`src/rtl/oss_pkg.sv`:
```
// Shared types and constants of the ordered set store.
package oss_pkg;

  localparam int KIND_W      = 2;
  localparam int VALUE_W     = 32;
  localparam int COUNT_OUT_W = 5;

  // Request opcodes
  typedef enum logic [KIND_W-1:0] {
    KIND_ADD    = 2'd0,
    KIND_REMOVE = 2'd1,
    KIND_QUERY  = 2'd2,
    KIND_CLEAR  = 2'd3
  } kind_t;

  // Controller states
  typedef enum logic [3:0] {
    ST_IDLE,
    ST_DISPATCH,
    ST_READ,
    ST_CMP,
    ST_HIT,
    ST_MISS,
    ST_SHIFT_RD,
    ST_SHIFT_WR,
    ST_RESP
  } state_t;

  // Commands from controller to datapath
  typedef struct packed {
    logic load;      // capture request, rewind scan index
    logic rd_en;     // read entry at scan index
    logic idx_inc;   // advance scan index
    logic append;    // write request value at slot count, count up
    logic shift_wr;  // write read data one slot below scan index
    logic cnt_dec;   // count down after a removal
    logic cnt_clr;   // empty the set
    logic set_hit;
    logic set_rej;
    logic respond;   // register and strobe the result
  } dp_cmd_t;

  // Status from datapath to controller
  typedef struct packed {
    kind_t kind;
    logic  match;     // read data equals request value
    logic  idx_last;  // scan index is at the last member
    logic  cnt_zero;
    logic  cnt_full;
  } dp_stat_t;

endpackage

```
`src/rtl/oss_ctrl.sv`:
```
// Sequencer of the ordered set store: scan, append, shift-down and response steps.
module oss_ctrl (
  input  logic              clk,
  input  logic              rst_n,
  input  logic              start,
  output logic              busy,
  input  oss_pkg::dp_stat_t stat,
  output oss_pkg::dp_cmd_t  cmd
);

  oss_pkg::state_t state_r;
  oss_pkg::state_t state_nxt;

  // State register
  always_ff @(posedge clk) begin
    if (!rst_n) begin
      state_r <= oss_pkg::ST_IDLE;
    end else begin
      state_r <= state_nxt;
    end
  end

  // Next state
  always_comb begin
    state_nxt = state_r;
    unique case (state_r)
      oss_pkg::ST_IDLE: begin
        if (start) state_nxt = oss_pkg::ST_DISPATCH;
      end
      oss_pkg::ST_DISPATCH: begin
        if (stat.kind == oss_pkg::KIND_CLEAR) state_nxt = oss_pkg::ST_RESP;
        else if (stat.cnt_zero)               state_nxt = oss_pkg::ST_MISS;
        else                                  state_nxt = oss_pkg::ST_READ;
      end
      oss_pkg::ST_READ: begin
        state_nxt = oss_pkg::ST_CMP;
      end
      oss_pkg::ST_CMP: begin
        if (stat.match)         state_nxt = oss_pkg::ST_HIT;
        else if (stat.idx_last) state_nxt = oss_pkg::ST_MISS;
        else                    state_nxt = oss_pkg::ST_READ;
      end
      oss_pkg::ST_HIT: begin
        if (stat.kind == oss_pkg::KIND_REMOVE && !stat.idx_last) begin
          state_nxt = oss_pkg::ST_SHIFT_RD;
        end else begin
          state_nxt = oss_pkg::ST_RESP;
        end
      end
      oss_pkg::ST_MISS: begin
        state_nxt = oss_pkg::ST_RESP;
      end
      oss_pkg::ST_SHIFT_RD: begin
        state_nxt = oss_pkg::ST_SHIFT_WR;
      end
      oss_pkg::ST_SHIFT_WR: begin
        if (stat.idx_last) state_nxt = oss_pkg::ST_RESP;
        else               state_nxt = oss_pkg::ST_SHIFT_RD;
      end
      oss_pkg::ST_RESP: begin
        state_nxt = oss_pkg::ST_IDLE;
      end
      default: begin
        state_nxt = oss_pkg::ST_IDLE;
      end
    endcase
  end

  // Datapath commands
  always_comb begin
    cmd = '0;
    unique case (state_r)
      oss_pkg::ST_IDLE: begin
        cmd.load = start;
      end
      oss_pkg::ST_DISPATCH: begin
        cmd.cnt_clr = (stat.kind == oss_pkg::KIND_CLEAR);
      end
      oss_pkg::ST_READ: begin
        cmd.rd_en = 1'b1;
      end
      oss_pkg::ST_CMP: begin
        cmd.idx_inc = !stat.match && !stat.idx_last;
      end
      oss_pkg::ST_HIT: begin
        unique case (stat.kind) inside
          oss_pkg::KIND_QUERY: begin
            cmd.set_hit = 1'b1;
          end
          oss_pkg::KIND_REMOVE: begin
            // last member goes by dropping the count, others need a shift-down
            if (stat.idx_last) begin
              cmd.cnt_dec = 1'b1;
              cmd.set_hit = 1'b1;
            end else begin
              cmd.idx_inc = 1'b1;
            end
          end
          oss_pkg::KIND_ADD, oss_pkg::KIND_CLEAR: begin
          end
        endcase
      end
      oss_pkg::ST_MISS: begin
        if (stat.kind == oss_pkg::KIND_ADD) begin
          if (stat.cnt_full) begin
            cmd.set_rej = 1'b1;
          end else begin
            cmd.append  = 1'b1;
            cmd.set_hit = 1'b1;
          end
        end
      end
      oss_pkg::ST_SHIFT_RD: begin
        cmd.rd_en = 1'b1;
      end
      oss_pkg::ST_SHIFT_WR: begin
        cmd.shift_wr = 1'b1;
        if (stat.idx_last) begin
          cmd.cnt_dec = 1'b1;
          cmd.set_hit = 1'b1;
        end else begin
          cmd.idx_inc = 1'b1;
        end
      end
      oss_pkg::ST_RESP: begin
        cmd.respond = 1'b1;
      end
      default: begin
      end
    endcase
  end

  assign busy = (state_r != oss_pkg::ST_IDLE);

endmodule

```
`src/rtl/oss_dp.sv`:
```
// Datapath of the ordered set store: member memory, count, scan index and result registers.
module oss_dp #(
  parameter int SLOTS = 16
) (
  input  logic                                clk,
  input  logic                                rst_n,
  input  logic [oss_pkg::KIND_W-1:0]          in_kind,
  input  logic signed [oss_pkg::VALUE_W-1:0]  in_value,
  input  oss_pkg::dp_cmd_t                    cmd,
  output oss_pkg::dp_stat_t                   stat,
  output logic                                out_valid,
  output logic                                out_hit,
  output logic                                out_full_reject,
  output logic [oss_pkg::COUNT_OUT_W-1:0]     out_member_count,
  output logic                                out_is_empty
);

  localparam int CNT_W = $clog2(SLOTS + 1);
  localparam int IDX_W = (SLOTS > 1) ? $clog2(SLOTS) : 1;

  logic signed [oss_pkg::VALUE_W-1:0] mem_r [SLOTS];
  logic signed [oss_pkg::VALUE_W-1:0] rdata_r;

  oss_pkg::kind_t                     kind_r;
  logic signed [oss_pkg::VALUE_W-1:0] value_r;
  logic [CNT_W-1:0]                   cnt_r;
  logic [CNT_W-1:0]                   cnt_nxt;
  logic [CNT_W-1:0]                   idx_r;
  logic [CNT_W-1:0]                   idx_nxt;
  logic [CNT_W-1:0]                   idx_m1;
  logic                               hit_r;
  logic                               rej_r;

  logic                               wr_en;
  logic [IDX_W-1:0]                   wr_addr;
  logic signed [oss_pkg::VALUE_W-1:0] wr_data;

  logic                               out_valid_r;
  logic                               out_hit_r;
  logic                               out_rej_r;
  logic [oss_pkg::COUNT_OUT_W-1:0]    out_cnt_r;
  logic                               out_empty_r;

  // Request capture
  always_ff @(posedge clk) begin
    if (cmd.load) begin
      kind_r  <= oss_pkg::kind_t'(in_kind);
      value_r <= in_value;
    end
  end

  // Member memory: one write port, one registered read port
  assign idx_m1  = idx_r - 1'b1;
  assign wr_en   = cmd.append | cmd.shift_wr;
  assign wr_addr = cmd.append ? cnt_r[IDX_W-1:0] : idx_m1[IDX_W-1:0];
  assign wr_data = cmd.append ? value_r : rdata_r;

  always_ff @(posedge clk) begin
    if (wr_en) begin
      mem_r[wr_addr] <= wr_data;
    end
  end

  always_ff @(posedge clk) begin
    if (cmd.rd_en) begin
      rdata_r <= mem_r[idx_r[IDX_W-1:0]];
    end
  end

  // Count and scan index
  always_comb begin
    cnt_nxt = cnt_r;
    if (cmd.cnt_clr)     cnt_nxt = '0;
    else if (cmd.append) cnt_nxt = cnt_r + 1'b1;
    else if (cmd.cnt_dec) cnt_nxt = cnt_r - 1'b1;
  end

  always_comb begin
    idx_nxt = idx_r;
    if (cmd.load)         idx_nxt = '0;
    else if (cmd.idx_inc) idx_nxt = idx_r + 1'b1;
  end

  always_ff @(posedge clk) begin
    if (!rst_n) begin
      cnt_r <= '0;
      idx_r <= '0;
      hit_r <= 1'b0;
      rej_r <= 1'b0;
    end else begin
      cnt_r <= cnt_nxt;
      idx_r <= idx_nxt;
      if (cmd.load) begin
        hit_r <= 1'b0;
        rej_r <= 1'b0;
      end else begin
        if (cmd.set_hit) hit_r <= 1'b1;
        if (cmd.set_rej) rej_r <= 1'b1;
      end
    end
  end

  // Status to the sequencer
  assign stat.kind     = kind_r;
  assign stat.match    = (rdata_r == value_r);
  assign stat.idx_last = (({1'b0, idx_r} + 1'b1) >= {1'b0, cnt_r});
  assign stat.cnt_zero = (cnt_r == '0);
  assign stat.cnt_full = (cnt_r == CNT_W'(SLOTS));

  // Result registers, strobed for one cycle
  always_ff @(posedge clk) begin
    if (!rst_n) begin
      out_valid_r <= 1'b0;
    end else begin
      out_valid_r <= cmd.respond;
    end
  end

  always_ff @(posedge clk) begin
    if (cmd.respond) begin
      out_hit_r   <= hit_r;
      out_rej_r   <= rej_r;
      out_cnt_r   <= oss_pkg::COUNT_OUT_W'(cnt_r);
      out_empty_r <= (cnt_r == '0);
    end
  end

  assign out_valid        = out_valid_r;
  assign out_hit          = out_hit_r;
  assign out_full_reject  = out_rej_r;
  assign out_member_count = out_cnt_r;
  assign out_is_empty     = out_empty_r;

endmodule

```
`src/rtl/ordered_set_store_unit.sv`:
```
// Top level of the ordered set store: sequencer plus datapath.
//
// Keeps up to SLOTS distinct 32-bit signed values in joining order, packed from slot 0.
// Request channel: in_kind (add, remove, query, clear) and in_value are taken at a rising
// edge where start is high and busy is low. busy stays high until the request is answered.
// Result channel: out_valid is high for exactly one cycle with out_hit, out_full_reject,
// out_member_count and out_is_empty. The receiver cannot stall; every result is taken.
// One result per request, in request order; a new request may be issued in the cycle
// the previous result is shown.
// Members sit in a memory with one write port and one registered read port, scanned one
// entry at a time from slot 0 (read, then compare registered data) until a match or the
// last member; a remove with a match then shifts each later member down one slot, and a
// clear skips the scan.
// Reset (synchronous, rst_n low) empties the set and idles the sequencer; memory
// contents are not cleared, only slots below the count are ever read.
module ordered_set_store_unit #(
  parameter int SLOTS = 16
) (
  input  logic                                clk,
  input  logic                                rst_n,
  input  logic                                start,
  output logic                                busy,
  input  logic [oss_pkg::KIND_W-1:0]          in_kind,
  input  logic signed [oss_pkg::VALUE_W-1:0]  in_value,
  output logic                                out_valid,
  output logic                                out_hit,
  output logic                                out_full_reject,
  output logic [oss_pkg::COUNT_OUT_W-1:0]     out_member_count,
  output logic                                out_is_empty
);

  oss_pkg::dp_cmd_t  cmd;
  oss_pkg::dp_stat_t stat;

  // Sequencer
  oss_ctrl u_ctrl (
    .clk   (clk),
    .rst_n (rst_n),
    .start (start),
    .busy  (busy),
    .stat  (stat),
    .cmd   (cmd)
  );

  // Storage and result registers
  oss_dp #(
    .SLOTS (SLOTS)
  ) u_dp (
    .clk              (clk),
    .rst_n            (rst_n),
    .in_kind          (in_kind),
    .in_value         (in_value),
    .cmd              (cmd),
    .stat             (stat),
    .out_valid        (out_valid),
    .out_hit          (out_hit),
    .out_full_reject  (out_full_reject),
    .out_member_count (out_member_count),
    .out_is_empty     (out_is_empty)
  );

endmodule

```
`config.mk`:
```
export PLATFORM = sky130hd
export DESIGN_NAME = ordered_set_store_unit
export DESIGN_NICKNAME = d
export VERILOG_FILES = /design/src/rtl/oss_pkg.sv /design/src/rtl/oss_ctrl.sv /design/src/rtl/oss_dp.sv /design/src/rtl/ordered_set_store_unit.sv
export SDC_FILE = /design/constraint.sdc
export NUM_CORES = 1
export LEC_CHECK = 0
export BUFFER_PORTS_ARGS = -buffer_cell sky130_fd_sc_hd__buf_2
export CAP_MARGIN = 15
export CORE_MARGIN = 1.5
export CORE_UTILIZATION = 62
export CTS_CLUSTER_DIAMETER = 80
export DETAILED_ROUTE_END_ITERATION = 16
export GPL_ROUTABILITY_DRIVEN = 0
export MAX_ROUTING_LAYER = met4
export PLACE_DENSITY_LB_ADDON = 0.3
export SYNTH_ARGS = -nofsm -noshare
export SYNTH_HDL_FRONTEND = slang
export SYNTH_SLANG_ARGS = --single-unit
```
`constraint.sdc`:
```
create_clock -name clk -period 5 [get_ports clk]
set_clock_uncertainty 0.15 [all_clocks]
set_input_delay 0 -clock clk [delete_from_list [all_inputs] [get_ports clk]]
set_output_delay 0 -clock clk [all_outputs]
set_load 0.1 [all_outputs]
```
# == Word level (Yosys, flattened, before mapping) ==
# Memories as Yosys holds them, arrays and structs flattened. A register that Yosys moved wholly into a read port is not among the register bits.
# Index checks and enable logic that the tools add are counted.
# word_totals
ram_bits,512
n_memories,1
wordCells,80
out_inout_bits,10
ff_bits,59
in_bits,37
# memory_table
name,depth,word_bits,rd,rd_ports_with_merged_regs,wr,line,source
u_dp.mem_r,16,32,1,1,1,oss_dp.sv:21,logic signed [oss_pkg::VALUE_W-1:0] mem_r [SLOTS];
# op_classes
n_mux,33
n_reduce_logical,12
n_eq_ne,14
bitwise_logic,2
n_lt_le_gt_ge,1
add_sub_neg,5
# op_table
cell,count
32-bit equality test,1
32-bit two-way mux,1
4-bit one-hot mux with 8 select lines,1
4-bit two-way mux,6
4-bit by 3-bit equality test with 1-bit output (second input constant),4
1-bit two-way mux,16
5-bit by 1-bit adder with 5-bit output (second input constant),2
5-bit two-way mux,2
4-bit by 2-bit equality test with 1-bit output (second input constant),2
5-bit by 1-bit adder with 6-bit output (second input constant),1
6-bit by 5-bit >= comparator with 1-bit output,1
3-bit two-way mux,2
1-bit one-hot mux with 3 select lines,2
2-bit OR reduction,3
5-bit equality test (second input constant),1
5-bit zero test,1
5-bit by 1-bit subtractor with 5-bit output (second input constant),1
2-bit equality test (second input constant),2
4-bit by 1-bit equality test with 1-bit output (second input constant),1
4-bit equality test (second input constant),1
4-bit zero test,1
1-bit one-hot mux with 2 select lines,2
4-bit nonzero test,1
4-bit by 1-bit subtractor with 4-bit output (second input constant),1
other kinds (9),11

# == Depth between registers and ports, before layout ==
# depth
ltp_word,7
mapped_depth,12
depth_no_buf,10

# == Hierarchy ==
# From an unflattened synthesis, not the netlist that was laid out.
# unflattened
hier_cells,1166
area_unflattened_um2,23810.3
# modules_own_cells
mod,instances,cells_each,seq_area_each_um2,area_per_inst_um2
oss_dp,1,1100,17857.1,23347.4
oss_ctrl,1,66,80.1,462.9

# == Worst setup path before layout ==
# OpenSTA, ideal clock, no wires.
# synth_path
path_kind,register -> register
start,reg u_dp.idx_r[1]
end,mem u_dp.mem_r[6][0] in the netlist's numbering (enable)
path_slack_ns,1.188
synth_period_minus_slack_ns,3.812
arrival_time_ns,3.241
path_buffers,3
setup_time_ns,0.421
stages_incl_launch_ff,8
required_time_ns,4.429
cell_sequence,dfxtp_1 > buf_2 > clkbuf_1 > clkbuf_1 > inv_1 > ha_1 > o32a_1 > nor2_1
# synth_via
elab_chain_len,2
# synth_lines
item,line,source
"start, declared",oss_dp.sv:28,logic [CNT_W-1:0] idx_r;
"start signal, assigned",oss_dp.sv:92,idx_r <= idx_nxt;
4-bit by 1-bit subtractor with 4-bit output,oss_dp.sv:53,assign idx_m1 = idx_r - 1'b1;
4-bit two-way mux,oss_dp.sv:55,assign wr_addr = cmd.append ? cnt_r[IDX_W-1:0] : idx_m1[IDX_W-1:0];
"end, declared",oss_dp.sv:21,
# Every way passes these cells.

# == Worst setup path in the final report ==
# layout_path
start,reg u_ctrl.state_r[2]
end,mem u_dp.mem_r[7][20] in the netlist's numbering (enable)
# layout_via
elab_chain_len,5
elab_cells_between_ends,8
cone_classes,eq/ne (2); mux (5); bitwise (1)
# layout_lines
item,line,source
"start, declared",oss_ctrl.sv:11,oss_pkg::state_t state_r;
"start signal, assigned",oss_ctrl.sv:17,state_r <= oss_pkg::ST_IDLE;
"start signal, assigned",oss_ctrl.sv:19,state_r <= state_nxt;
4-bit by 3-bit equality test with 1-bit output,oss_ctrl.sv:72,unique case (state_r)
1-bit two-way mux,oss_ctrl.sv:72,
1-bit OR,oss_dp.sv:54,assign wr_en = cmd.append | cmd.shift_wr;
1-bit two-way mux,oss_dp.sv:59,if (wr_en) begin
1-bit two-way mux (not written as such),oss_dp.sv:60,mem_r[wr_addr] <= wr_data;
# Parallel ways exist; a longest one is shown, timed or not.

==> results_tabular.tex <==
\begin{tabular}{lr}
\hline
Metric & Value \\
\hline
\multicolumn{2}{l}{\textbf{Critical path}} \\
Slack of the worst reg-to-reg path & 0.96 ns \\
Worst Path Required & 5.15 ns \\
Worst path arrival time & 4.19 ns \\
Crit path max fanout & 24 \\
CP Capture Type & register \\
Type of the setup path with the least slack & reg -> reg \\
Reg-to-Reg Start & u\_ctrl.state\_r[2] \\
Terminus of the critical flop-to-flop path & u\_dp.mem\_r[7][20] \\
Type of element launching the critical path & register \\
Cell count of the worst reg-to-reg path & 7 \\
\multicolumn{2}{l}{\textbf{Synthesis}} \\
Share of synthesized area occupied by flip-flops and latches & 75.61\% \\
Netlist cell types & 57 \\
Yosys Warn Count & 0 \\
Async set or reset register ratio after synthesis & 0\% \\
Top FF cell, synth & edfxtp\_1 \\
Number of storage elements in the synthesis netlist & 603 \\
Number of enable flip-flop cells after synthesis & 586 \\
Synth Net Count & 1129 \\
Average cell area after synthesis & 22.03 um\^{}2 \\
Mapped cell area & 0.02372 mm\^{}2 \\
Number of instances in the synthesized netlist & $\sim$1100 \\
\multicolumn{2}{l}{\textbf{Clocking}} \\
Bufs on Longest Clock Path & 3 \\
Number of H-tree branching levels & 2 \\
CTS Root Buffer Type & clkbuf\_16 \\
Post-cts gate resize count & 0 \\
CTS tree & built \\
Clk pin slew, worst setup/hold paths & 0.06 ns \\
Inserted Clock Buffers & 57 \\
Total clock sinks & 603 \\
Clock latency of the later-clocked register in the worst-skew pair & 0.63 ns \\
\multicolumn{2}{l}{\textbf{Floorplan}} \\
Overall die height & between 150 and 200 um \\
Core area & 0.03767 mm\^{}2 \\
Top-Level Pins & 47 \\
Starting Density & $\sim$63\% \\
Full die area & a little under 0.04 mm\^{}2 \\
Number of cell rows & 71 \\
Floorplan die width & 198.6 um \\
\multicolumn{2}{l}{\textbf{STA}} \\
RSZ-0062 raised after global routing & no \\
Crit share post-route & 80.77\% \\
Actual slew at the worst max-slew pin & 1.219 ns \\
Relative slew slack & 18.73\% \\
Number of max-slew violations in the final report & 0 \\
Setup total negative slack & 0 ns \\
Final hold violation count & 0 \\
Max Freq & 0.2476 GHz \\
Time the final worst path needs with I/O delays and setup & 4.038 ns \\
Final-report setup violation count & 0 \\
\multicolumn{2}{l}{\textbf{Route}} \\
Wirelength, routed & approximately 53 mm \\
Detailed router's first-iteration violation count & 1245 \\
Overall via count from detail\_route & 11670 \\
Total DRC errors in the routed layout & 0 \\
Avg WL per Cell & 29.69 um \\
Remaining number of nets flagged by the antenna check after routing & 0 \\
Ratio of routed vias to standard cells & 6.540 \\
Total iterations of the first detailed-routing run & 5 \\
\multicolumn{2}{l}{\textbf{GRT}} \\
Total global-route track usage & 29.31\% \\
Via count of the first global-routing pass & approximately 12000 \\
Largest net degree at the start of global routing & 116 \\
Aggregate global routing overflow & 0 \\
Initial antenna violation count & 0 \\
Global-route wire length before repair & 78.96 mm \\
\multicolumn{2}{l}{\textbf{Cells and area}} \\
Share of final-layout standard cells stronger than drive strength 1 & 29.83\% \\
Ant. Diodes & 0 \\
Area Growth Syn to Fin & 14.65\% \\
Non-filler cells in the finished layout & 1785 \\
Total number of nets in the final design & 1280 \\
\multicolumn{2}{l}{\textbf{Outcome}} \\
Status & finished clean \\
\multicolumn{2}{l}{\textbf{Hold path}} \\
Worst hold path class & in -> reg \\
Worst hold path endpoint & u\_dp.out\_valid \\
Hold depth & 3 \\
Startpoint of the tightest hold check path & rst\_n \\
\multicolumn{2}{l}{\textbf{Power and ir drop}} \\
Switching component of the power & 2.140 mW \\
Power density cells & 370.8 mW/mm\^{}2 \\
Switching fraction of total power & 21.21\% \\
Combinational Power Share & roughly 3.5\% \\
Largest voltage drop on the vdd net & 357.6 uV \\
Cell-internal power & 7.946 mW \\
Part of the power in the clock network & 40.9\% \\
Leak & 8.455 nW \\
Sequential group share of total power & 55.6\% \\
\multicolumn{2}{l}{\textbf{Placement}} \\
Port buffer count & 46 \\
Total instance count after detailed placement & 1609 \\
Detailed placer's ending HPWL & 29.30 mm \\
\multicolumn{2}{l}{\textbf{Run}} \\
Max-cap violations & 0 \\
\hline
\end{tabular}
[cells in the mapped netlist (2+ instances only)]
master / number / area share [%]
buf_4: 6 / 0.19
ha_1: 14 / 0.74
buf_6: 2 / 0.095
nand2b_1: 5 / 0.13
nor3_1: 4 / 0.084
a311oi_1: 3 / 0.11
a31oi_1: 6 / 0.16
nor2_1: 31 / 0.49
a21oi_1: 9 / 0.19
o21ai_0: 3 / 0.063
nand4_1: 8 / 0.21
and3_1: 5 / 0.13
nor3b_1: 2 / 0.063
inv_1: 10 / 0.16
mux2i_1: 5 / 0.21
and2_1: 2 / 0.053
o21a_1: 2 / 0.063
a21o_1: 4 / 0.13
nor4b_1: 2 / 0.074
clkbuf_1: 13 / 0.21
nor2b_1: 4 / 0.11
a211oi_1: 6 / 0.19
buf_1: 10 / 0.16
nand2_1: 22 / 0.35
edfxtp_1: 586 / 74
dfxtp_1: 17 / 1.4
buf_2: 17 / 0.36
nand3_1: 8 / 0.17
mux2_2: 32 / 1.5
xor2_1: 34 / 1.3
o211ai_1: 5 / 0.16
nor4_1: 9 / 0.24
a32oi_1: 2 / 0.074
xnor2_1: 5 / 0.18
nand2_2: 3 / 0.079
mux4_2: 160 / 15
[layout make-up]
cell class	count	area, um^2
well taps	511	639.4
flip-flops and latches	603	17950
fillers	2176	10470
clock inverters	38	282.8
multi-input cells	415	5635
repair buffers	140	1164
clock buffers	67	1485
inverters	11	42.54
[cells by family (layout without fill, tap and decap cells)]
| logic type | count (synthesis) | after routing | share of synthesized area (%) |
|---|---|---|---|
| buf+inv | 59 | 256 | 1.187 |
| flops | 603 | 603 | 75.61 |
| compound gates | 55 | 55 | 1.725 |
| simple gates | 109 | 109 | 2.299 |
| mux | 197 | 197 | 16.92 |
| xor+xnor | 39 | 39 | 1.440 |
| fa+ha+maj | 15 | 15 | 0.8228 |
[state kept, by name, indices dropped and copies added, names as in the netlist, 2 cells and up]
| name | cells |
|---|---|
| u_dp.mem_r | 512 |
| u_dp.rdata_r | 32 |
| u_dp.value_r | 32 |
| u_dp.cnt_r | 5 |
| u_dp.idx_r | 5 |
| u_dp.out_member_count | 5 |
| u_ctrl.state_r | 4 |
| u_dp.kind_r | 2 |
[cell usage in the layout, fill, tap and decap left out, types with 9 or more instances in the layout]
cell,instances
nor2_1,15
clkinv_1,14
buf_4,21
xor2_1,34
dlygate4sd3_1,70
clkinv_2,17
nand2_1,22
a21oi_1,9
edfxtp_1,586
buf_2,46
inv_1,10
clkbuf_1,9
nor4_1,9
clkbuf_16,58
mux4_2,160
mux2_2,32
dfxtp_1,13
nor2_4,16
ha_1,14
[power by group through the flow]
stage	Clock, mW	Combinational (mW)	Sequential [mW]
global route	4.37	0.372	5.61
finish	4.13	0.349	5.61
detailed placement	0	0.301	5.71
floorplan	0	0.172	5.71
global placement	0	0.295	5.71
CTS	4.15	0.345	5.61
[metal layers]
| layer | GRT usage, % | part of all wire [%] | up-vias |
|---|---|---|---|
| li1 | - | - | 4832 |
| met1 | 41.10 | 39 | 6114 |
| met2 | 46.39 | 51 | 642 |
| met3 | 4.493 | 8.5 | 86 |
| met4 | 7.155 | 2.1 | 0 |
| met5 | - | 0 | - |
[metrics by stage]
stage,area (um^2),setup WS [ns],utilization (%),power (mW),hold slack [ns]
floorplan,23720,1.188,-,5.882,-0.05113
global placement,24670,1.120,65.51,6.006,0.02590
detailed placement,24700,0.9898,65.58,6.015,0.02808
CTS,27170,0.9483,72.14,10.10,0.004196
global route,27200,0.7441,72.21,10.35,0.04943
finish,27200,0.9615,72.21,10.09,0.03976
[how the worst max path moves through the flow]
| stage | startpoint | endpoint | slack (ns) |
|---|---|---|---|
| after detailed placement | u_ctrl.state_r[0] | u_dp.mem_r[4][17] | 0.99 |
| after global placement | u_ctrl.state_r[0] | u_dp.mem_r[5][20] | 1.12 |
| after global routing | u_ctrl.state_r[0] | u_dp.mem_r[7][17] | 0.74 |
| after floorplan | u_dp.idx_r[1] | u_dp.mem_r[6][0] | 1.19 |
| final | u_ctrl.state_r[2] | u_dp.mem_r[7][20] | 0.96 |
| after CTS | u_ctrl.state_r[0] | u_dp.mem_r[5][17] | 0.95 |
[worst max-delay path: stages (launching register included)]
cell and delay (ns):
dfxtp_1 0.52, nor2b_1 0.34, o2111a_2 0.78, clkinv_2 0.27
o21ai_1 0.27, nand2_1 0.27, nor2_4 0.72, buf_4 0.37
[repair_timing]
item,CTS,global route
setup buffers,0,0
hold endpoints to repair,64,0
hold buffers,70,0
Power figures use the tool's default switching activity.
